===== config.mk =====
export PLATFORM = sky130hd
export DESIGN_NAME = lut3d_addr
export DESIGN_NICKNAME = d
export VERILOG_FILES = /design/src/sv/lut3d_pkg.sv /design/src/sv/lut3d_addr.sv
export SDC_FILE = /design/constraint.sdc
export NUM_CORES = 2
export LEC_CHECK = 0
export ABC_AREA = 0
export BUFFER_PORTS_ARGS = -buffer_cell sky130_fd_sc_hd__clkbuf_2
export CORE_ASPECT_RATIO = 1.5
export CORE_MARGIN = 10
export CORE_UTILIZATION = 43
export CTS_CLUSTER_DIAMETER = 200
export DETAILED_ROUTE_END_ITERATION = 12
export GPL_TIMING_DRIVEN = 0
export HOLD_SLACK_MARGIN = 0.12
export SETUP_SLACK_MARGIN = 0.5
export SLEW_MARGIN = 20
export SYNTH_ARGS = -nofsm -noshare
export SYNTH_HDL_FRONTEND = slang
export SYNTH_SLANG_ARGS = --single-unit

===== constraint.sdc =====
create_clock -name clk_i -period 6.74 [get_ports clk_i]
set_clock_uncertainty 0.15 [all_clocks]
set_input_delay 0.337 -clock clk_i [delete_from_list [all_inputs] [get_ports clk_i]]
set_output_delay 0.337 -clock clk_i [all_outputs]
set_load 0.03 [all_outputs]

===== src/sv/lut3d_pkg.sv =====
// ----------------------------------------------------------------------------
// lut3d_pkg
// Shared types and constants of the 3D LUT tetrahedral interpolator.
// ----------------------------------------------------------------------------
package lut3d_pkg;

  localparam int GridMax    = 33;
  localparam int TableDepth = GridMax * GridMax * GridMax;
  localparam int AddrW      = 16;
  localparam int SizeW      = 6;
  localparam int SqW        = 11;
  localparam int FracW      = 16;
  localparam int WeightW    = FracW + 1;
  localparam int EntryW     = 16;
  localparam int ProdW      = WeightW + 1 + EntryW;
  localparam int AccW       = ProdW + 2;
  localparam int ShiftOut   = EntryW - 2 + FracW;
  localparam int ScaleW     = 16;
  localparam int OpW        = 9;

  localparam logic [1:0] CfgIdxScale   = 2'd0;
  localparam logic [1:0] CfgIdxSize    = 2'd1;
  localparam logic [1:0] CfgIdxOpacity = 2'd2;

  typedef logic [2:0][EntryW-1:0] entry_t;

  typedef struct packed {
    logic [3:0][WeightW-1:0] w;
    logic [2:0][7:0]         px;
  } side_t;

  typedef struct packed {
    logic [ScaleW-1:0] scale;
    logic [SizeW-1:0]  size;
    logic [OpW-1:0]    opacity;
  } cfg_t;

endpackage


===== src/sv/lut3d_addr.sv =====
// ----------------------------------------------------------------------------
// lut3d_addr
// Grid split, tetrahedron select, vertex weights and table addresses.
// ----------------------------------------------------------------------------
module lut3d_addr (
  input  logic                                clk_i,
  input  logic [2:0]                          en_i,
  input  lut3d_pkg::cfg_t                     cfg_i,
  input  logic [2:0][7:0]                     px_i,
  input  logic [lut3d_pkg::AddrW-1:0]         waddr_i,
  input  lut3d_pkg::entry_t                   wdata_i,
  output logic [3:0][lut3d_pkg::AddrW-1:0]    raddr_o,
  output lut3d_pkg::side_t                    side_o,
  output logic [lut3d_pkg::AddrW-1:0]         waddr_o,
  output lut3d_pkg::entry_t                   wdata_o
);

  localparam int SW = lut3d_pkg::SizeW;
  localparam int FW = lut3d_pkg::FracW;
  localparam int WW = lut3d_pkg::WeightW;

  logic [2:0][23:0]    prod;
  logic [2:0][7:0]     idx1_q;
  logic [2:0][FW-1:0]  frac1_q;
  logic [2:0][7:0]     px1_q, px2_q;
  logic [lut3d_pkg::AddrW-1:0] waddr1_q, waddr2_q, waddr3_q;
  lut3d_pkg::entry_t   wdata1_q, wdata2_q, wdata3_q;

  logic [2:0][SW-1:0]  lo, hi;
  logic [2:0][FW-1:0]  f;
  logic [7:0]          lim;
  logic [3:0][WW-1:0]  w;
  logic [3:0][2:0]     vc;
  logic [3:0][2:0][SW-1:0] vi, vi2_q;
  logic [3:0][WW-1:0]  w2_q;
  logic [lut3d_pkg::SqW-1:0] ss2_q;
  logic [11:0]         ss_full;
  logic [3:0][lut3d_pkg::AddrW-1:0] addr, addr3_q;
  lut3d_pkg::side_t    side3_q;
  logic                rg, gb, br, bg;
  logic [WW-1:0]       one;

  always_comb begin
    for (int c = 0; c < 3; c++) begin
      prod[c] = 24'(px_i[c]) * 24'(cfg_i.scale);
    end
  end

  always_ff @(posedge clk_i) begin
    if (en_i[0]) begin
      for (int c = 0; c < 3; c++) begin
        idx1_q[c]  <= prod[c][23:16];
        frac1_q[c] <= prod[c][15:0];
      end
      px1_q    <= px_i;
      waddr1_q <= waddr_i;
      wdata1_q <= wdata_i;
    end
  end

  always_comb begin
    lim = 8'(cfg_i.size) - 8'd1;
    for (int c = 0; c < 3; c++) begin
      if (idx1_q[c] >= lim) begin
        lo[c] = cfg_i.size - SW'(1);
        hi[c] = cfg_i.size - SW'(1);
        f[c]  = '0;
      end else begin
        lo[c] = idx1_q[c][SW-1:0];
        hi[c] = idx1_q[c][SW-1:0] + SW'(1);
        f[c]  = frac1_q[c];
      end
    end
    one = WW'(1) << FW;
    rg  = f[0] > f[1];
    gb  = f[1] > f[2];
    br  = f[2] > f[0];
    bg  = f[2] > f[1];
    vc[0] = 3'd0;
    vc[3] = 3'd7;
    if (rg) begin
      if (gb) begin
        w[0] = one - WW'(f[0]); vc[1] = 3'd4; w[1] = WW'(f[0]) - WW'(f[1]);
        vc[2] = 3'd6; w[2] = WW'(f[1]) - WW'(f[2]); w[3] = WW'(f[2]);
      end else if (br) begin
        w[0] = one - WW'(f[2]); vc[1] = 3'd1; w[1] = WW'(f[2]) - WW'(f[0]);
        vc[2] = 3'd5; w[2] = WW'(f[0]) - WW'(f[1]); w[3] = WW'(f[1]);
      end else begin
        w[0] = one - WW'(f[0]); vc[1] = 3'd4; w[1] = WW'(f[0]) - WW'(f[2]);
        vc[2] = 3'd5; w[2] = WW'(f[2]) - WW'(f[1]); w[3] = WW'(f[1]);
      end
    end else begin
      if (bg) begin
        w[0] = one - WW'(f[2]); vc[1] = 3'd1; w[1] = WW'(f[2]) - WW'(f[1]);
        vc[2] = 3'd3; w[2] = WW'(f[1]) - WW'(f[0]); w[3] = WW'(f[0]);
      end else if (br) begin
        w[0] = one - WW'(f[1]); vc[1] = 3'd2; w[1] = WW'(f[1]) - WW'(f[2]);
        vc[2] = 3'd3; w[2] = WW'(f[2]) - WW'(f[0]); w[3] = WW'(f[0]);
      end else begin
        w[0] = one - WW'(f[1]); vc[1] = 3'd2; w[1] = WW'(f[1]) - WW'(f[0]);
        vc[2] = 3'd6; w[2] = WW'(f[0]) - WW'(f[2]); w[3] = WW'(f[2]);
      end
    end
    for (int k = 0; k < 4; k++) begin
      vi[k][0] = vc[k][2] ? hi[0] : lo[0];
      vi[k][1] = vc[k][1] ? hi[1] : lo[1];
      vi[k][2] = vc[k][0] ? hi[2] : lo[2];
    end
    ss_full = 12'(cfg_i.size) * 12'(cfg_i.size);
  end

  always_ff @(posedge clk_i) begin
    if (en_i[1]) begin
      vi2_q    <= vi;
      w2_q     <= w;
      ss2_q    <= ss_full[lut3d_pkg::SqW-1:0];
      px2_q    <= px1_q;
      waddr2_q <= waddr1_q;
      wdata2_q <= wdata1_q;
    end
  end

  always_comb begin
    for (int k = 0; k < 4; k++) begin
      addr[k] = lut3d_pkg::AddrW'(17'(vi2_q[k][0]) * 17'(ss2_q))
              + lut3d_pkg::AddrW'(12'(vi2_q[k][1]) * 12'(cfg_i.size))
              + lut3d_pkg::AddrW'(vi2_q[k][2]);
    end
  end

  always_ff @(posedge clk_i) begin
    if (en_i[2]) begin
      addr3_q    <= addr;
      side3_q.w  <= w2_q;
      side3_q.px <= px2_q;
      waddr3_q   <= waddr2_q;
      wdata3_q   <= wdata2_q;
    end
  end

  assign raddr_o = addr3_q;
  assign side_o  = side3_q;
  assign waddr_o = waddr3_q;
  assign wdata_o = wdata3_q;

endmodule


==> metrics.txt <==
# TYPE chip_impl_metric gauge
chip_impl_info{name="synth_top_flop_cell",value="edfxtp_1"} 1
chip_impl_metric{name="wl_per_cell",unit="um"} 23.03
chip_impl_metric{name="placement.io_buffers",unit=""} 332
chip_impl_metric{name="required",unit="ns"} 6.97
chip_impl_metric{name="drv_slew",unit=""} 0
chip_impl_info{name="routed.top_layer",value="met4"} 1
chip_impl_metric{name="setup_viol_count_final",unit=""} 0
chip_impl_info{name="library_cell_with_the_largest_summed_area_after_synthesis",value="edfxtp_1"} 1
chip_impl_metric{name="cts_max_level",unit=""} 3
chip_impl_metric{name="worst_slew_pin_slew",unit="ns"} 0.9314
chip_impl_metric{name="ff2ff_path_depth",unit=""} 19
chip_impl_metric{name="drv_cap",unit=""} 0
chip_impl_metric{name="dpl-instance-area",unit="um2"} 57370
chip_impl_metric{name="grt_max_degree",unit=""} 93
chip_impl_metric{name="cts.sinks",unit=""} 616
chip_impl_metric{name="post_synth_inst_count",unit=""} 5087
chip_impl_metric{name="endpoints_failing_hold",unit=""} 0
chip_impl_metric{name="grt_first_pass_wirelength",unit="mm"} 253.5
chip_impl_info{name="synth.area.top_cells",value="edfxtp_1 35%, fa_1 21%, ha_1 12%, inv_1 5.5%, nand2_1 4.6%"} 1
chip_impl_metric{name="die_x",unit="um"} 308.0
chip_impl_metric{name="met1Wirelength",unit="mm"} 63.82
chip_impl_metric{name="fillers",unit=""} 11370
chip_impl_metric{name="drive_above_1_share",unit=""} 0.1222
chip_impl_metric{name="viasPerCell",unit=""} 5.356
chip_impl_info{name="startpoint_type",value="input pin"} 1
chip_impl_metric{name="maxSlewHeadroom",unit=""} 0.3725
chip_impl_metric{name="synth_edf_count",unit=""} 616
chip_impl_metric{name="synth-seq-cells",unit=""} 616
chip_impl_metric{name="finish.cell_count_without_fillers",unit=""} 7284
chip_impl_info{name="crit_type",value="input pin to flop"} 1
chip_impl_metric{name="std_cell_rows",unit=""} 158
chip_impl_metric{name="number_of_nets_with_antenna_violations_after_detailed_routing",unit=""} 0
chip_impl_metric{name="asyncSetResetFlopFracSynth",unit=""} 0
chip_impl_info{name="critical_path.reg2reg.startpoint",value="ss2_q[5]"} 1
chip_impl_info{name="setup_repair_after_global_routing_missed_its_margin",value="true"} 1
chip_impl_metric{name="synthesis.area",unit="um2"} 53520
chip_impl_metric{name="die_h",unit="um"} 452.1
chip_impl_metric{name="cts_buffers",unit=""} 66
chip_impl_metric{name="track_usage",unit=""} 0.2412
chip_impl_metric{name="setup-tns-final",unit="ns"} 0
chip_impl_metric{name="place_inst",unit=""} 7031
chip_impl_metric{name="register_area",unit="um2"} 18500
chip_impl_metric{name="met2WireLength",unit="mm"} 84.08
chip_impl_info{name="hold_path_startpoint",value="en_i[0]"} 1
chip_impl_info{name="outcome",value="finished, final reports clean"} 1
chip_impl_metric{name="clock_latency",unit="ns"} 0.67
chip_impl_metric{name="drtIter0Drc",unit=""} 2696
chip_impl_metric{name="clk_pin_slew",unit="ns"} 0.06
chip_impl_info{name="timing.critical_path.to_type",value="flop"} 1
chip_impl_metric{name="globalplace.congestion",unit=""} 1.005
chip_impl_metric{name="synth.yosys.seq_area_share",unit=""} 0.3456
chip_impl_metric{name="hpwlAfterDp",unit="mm"} 135.6
chip_impl_metric{name="floorplan.core_area",unit="um2"} 123600
chip_impl_metric{name="antenna_found_initial",unit=""} 10
chip_impl_metric{name="arrival",unit="ns"} 6.39
chip_impl_metric{name="finish.instance_area",unit="um2"} 61580
chip_impl_metric{name="area.growth.synth_to_final",unit="%"} 15.07
chip_impl_metric{name="drc",unit=""} 0
chip_impl_metric{name="grt_pass1_vias",unit=""} 41150
chip_impl_metric{name="multi_input_logic_area",unit="um2"} 31770
chip_impl_info{name="cts_tree",value="yes"} 1
chip_impl_info{name="clk_root_buffer_cell",value="clkbuf_16"} 1
chip_impl_metric{name="drt_wl_total",unit="mm"} 167.8
chip_impl_metric{name="r2r_slack",unit="ns"} 0.70
chip_impl_metric{name="post_synth.cell_area_avg",unit="um2"} 10.52
chip_impl_info{name="holdCritPathClass",value="input pin to flop"} 1
chip_impl_metric{name="firstDrtPassIters",unit=""} 8
chip_impl_metric{name="fmax",unit="GHz"} 0.1625
chip_impl_metric{name="final.period_utilization",unit=""} 0.9130
chip_impl_metric{name="num_vias",unit=""} 39010
chip_impl_metric{name="design.final.nets",unit=""} 6814
chip_impl_metric{name="holdPathStages",unit=""} 1
chip_impl_metric{name="initial_util",unit=""} 0.4331
chip_impl_metric{name="io_pins",unit=""} 343
chip_impl_metric{name="yosysUniqueCellTypes",unit=""} 89
chip_impl_metric{name="timing.critical_path.fanout_max",unit=""} 10
chip_impl_info{name="critical_path.reg2reg.endpoint",value="raddr_o[15]"} 1
chip_impl_info{name="yosysMostFrequentCell",value="inv_1"} 1
chip_impl_info{name="post_synth_most_frequent_cells",value="789 x inv_1, 652 x nand2_1, 616 x edfxtp_1"} 1
chip_impl_metric{name="grt_remaining_overflow",unit=""} 0
chip_impl_metric{name="synth-warning-count",unit=""} 0
chip_impl_metric{name="floorplan.die_area",unit="um2"} 139300
chip_impl_metric{name="finalCriticalPeriod",unit="ns"} 6.154
chip_impl_metric{name="post-synth-top-area-fraction",unit=""} 0.3456
chip_impl_info{name="hold_ep",value="wdata1_q[40]"} 1
chip_impl_metric{name="clock_tree.buffer_depth",unit=""} 3
chip_impl_metric{name="met3RoutedLength",unit="mm"} 9.329
-- layout by cell type, fill, tap and decap left out, drive strengths merged, types with 56 or more instances in the layout --
cell,Yosys,layout
xnor2,161,161
nor2,186,186
a21o,65,65
dlygate4sd3,0,97
clkbuf,166,568
ha,509,509
xor2,56,56
o21ai,191,191
edfxtp,616,616
a21oi,194,194
nand2,655,655
fa,554,554
inv,789,795
nor3,58,58
buf,40,84
and2,343,343
-- area by class of cell --
cell class	instances	share of cell area
multi-input cells	3483	0.5159
flip-flops and latches	616	0.3004
repair buffers	466	0.04972
inverters	789	0.04815
well taps	1600	0.03251
clock buffers	77	0.02784
plain buffers	206	0.01670
clock inverters	43	0.008655
diodes	4	0.0001625
-- timing repair --
action	CTS	global route
cloned	0	0
hold buffers	97	0
buffers inserted	11	21
resized for setup	129	151
setup endpoints to repair	115	112
hold endpoints to repair	131	0
pin swaps	8	17
-- per-layer routing --
layer,vias up,global-route usage
met5,-,0
met4,0,0.1359
met3,422,0.03612
met2,1349,0.4219
met1,19350,0.2794
li1,17890,-
-- cell families (layout without fill, tap and decap cells) --
logic type      Yosys count  after routing  synth area share
simple gates           1439           1439            0.1283
fa+ha+maj              1063           1063            0.3262
buf+inv                 995           1581           0.07089
compound gates          730            730           0.08861
flops                   616            616            0.3456
xor+xnor                217            217           0.03551
mux                      25             25          0.004699
other cells               2             13         0.0001403
-- registers in the layout, indices dropped and copies added, names as in the netlist --
signal,count
frac1_q,48
waddr_o,16
w2_q,67
side_o,91
waddr2_q,16
px2_q,24
wdata2_q,48
wdata1_q,48
waddr1_q,16
wdata_o,48
px1_q,24
idx1_q,24
ss2_q,10
vi2_q,72
raddr_o,64
-- worst max path at each step --
stage,startpoint,end,cells after the start
2_1_floorplan,cfg_i[10],w2_q[30],25
3_3_place_gp,cfg_i[10],w2_q[9],24
3_5_place_dp,cfg_i[10],w2_q[9],24
4_1_cts,cfg_i[10],w2_q[61],27
5_1_grt,cfg_i[11],w2_q[46],26
6_report,cfg_i[10],w2_q[8],25
-- through the flow --
stage | hold WS, ns | util | setup slack [ns]
floorplan | 0.2503 | - | 0.7982
global placement | 0.2501 | 0.4630 | -3.248
detailed placement | 0.2545 | 0.4643 | -3.215
CTS | 0.1383 | 0.4945 | 0.5269
global route | 0.2082 | 0.4984 | 0.4224
finish | 0.1850 | 0.4984 | 0.5861
-- critical path, cell delays in order --
cell	delay (ns)
clkbuf_2	0.11
clkbuf_4	0.23
clkbuf_8	0.22
inv_1	0.07
ha_2	0.22
nand3_4	0.12
or3_4	0.46
ha_1	0.22
or3_1	0.43
o31ai_4	0.28
buf_8	0.19
buf_8	0.17
nand2_4	0.16
inv_2	0.14
ha_1	0.29
nor2b_1	0.16
o31a_1	0.31
o31ai_4	0.37
a31oi_4	0.16
a21oi_2	0.48
a21oi_4	0.11
buf_12	0.17
nor2_2	0.34
o21ai_0	0.25
o211ai_1	0.35
Power is not shown: default switching activity piles up to over one toggle a cycle in this logic, so the estimate is an artifact.
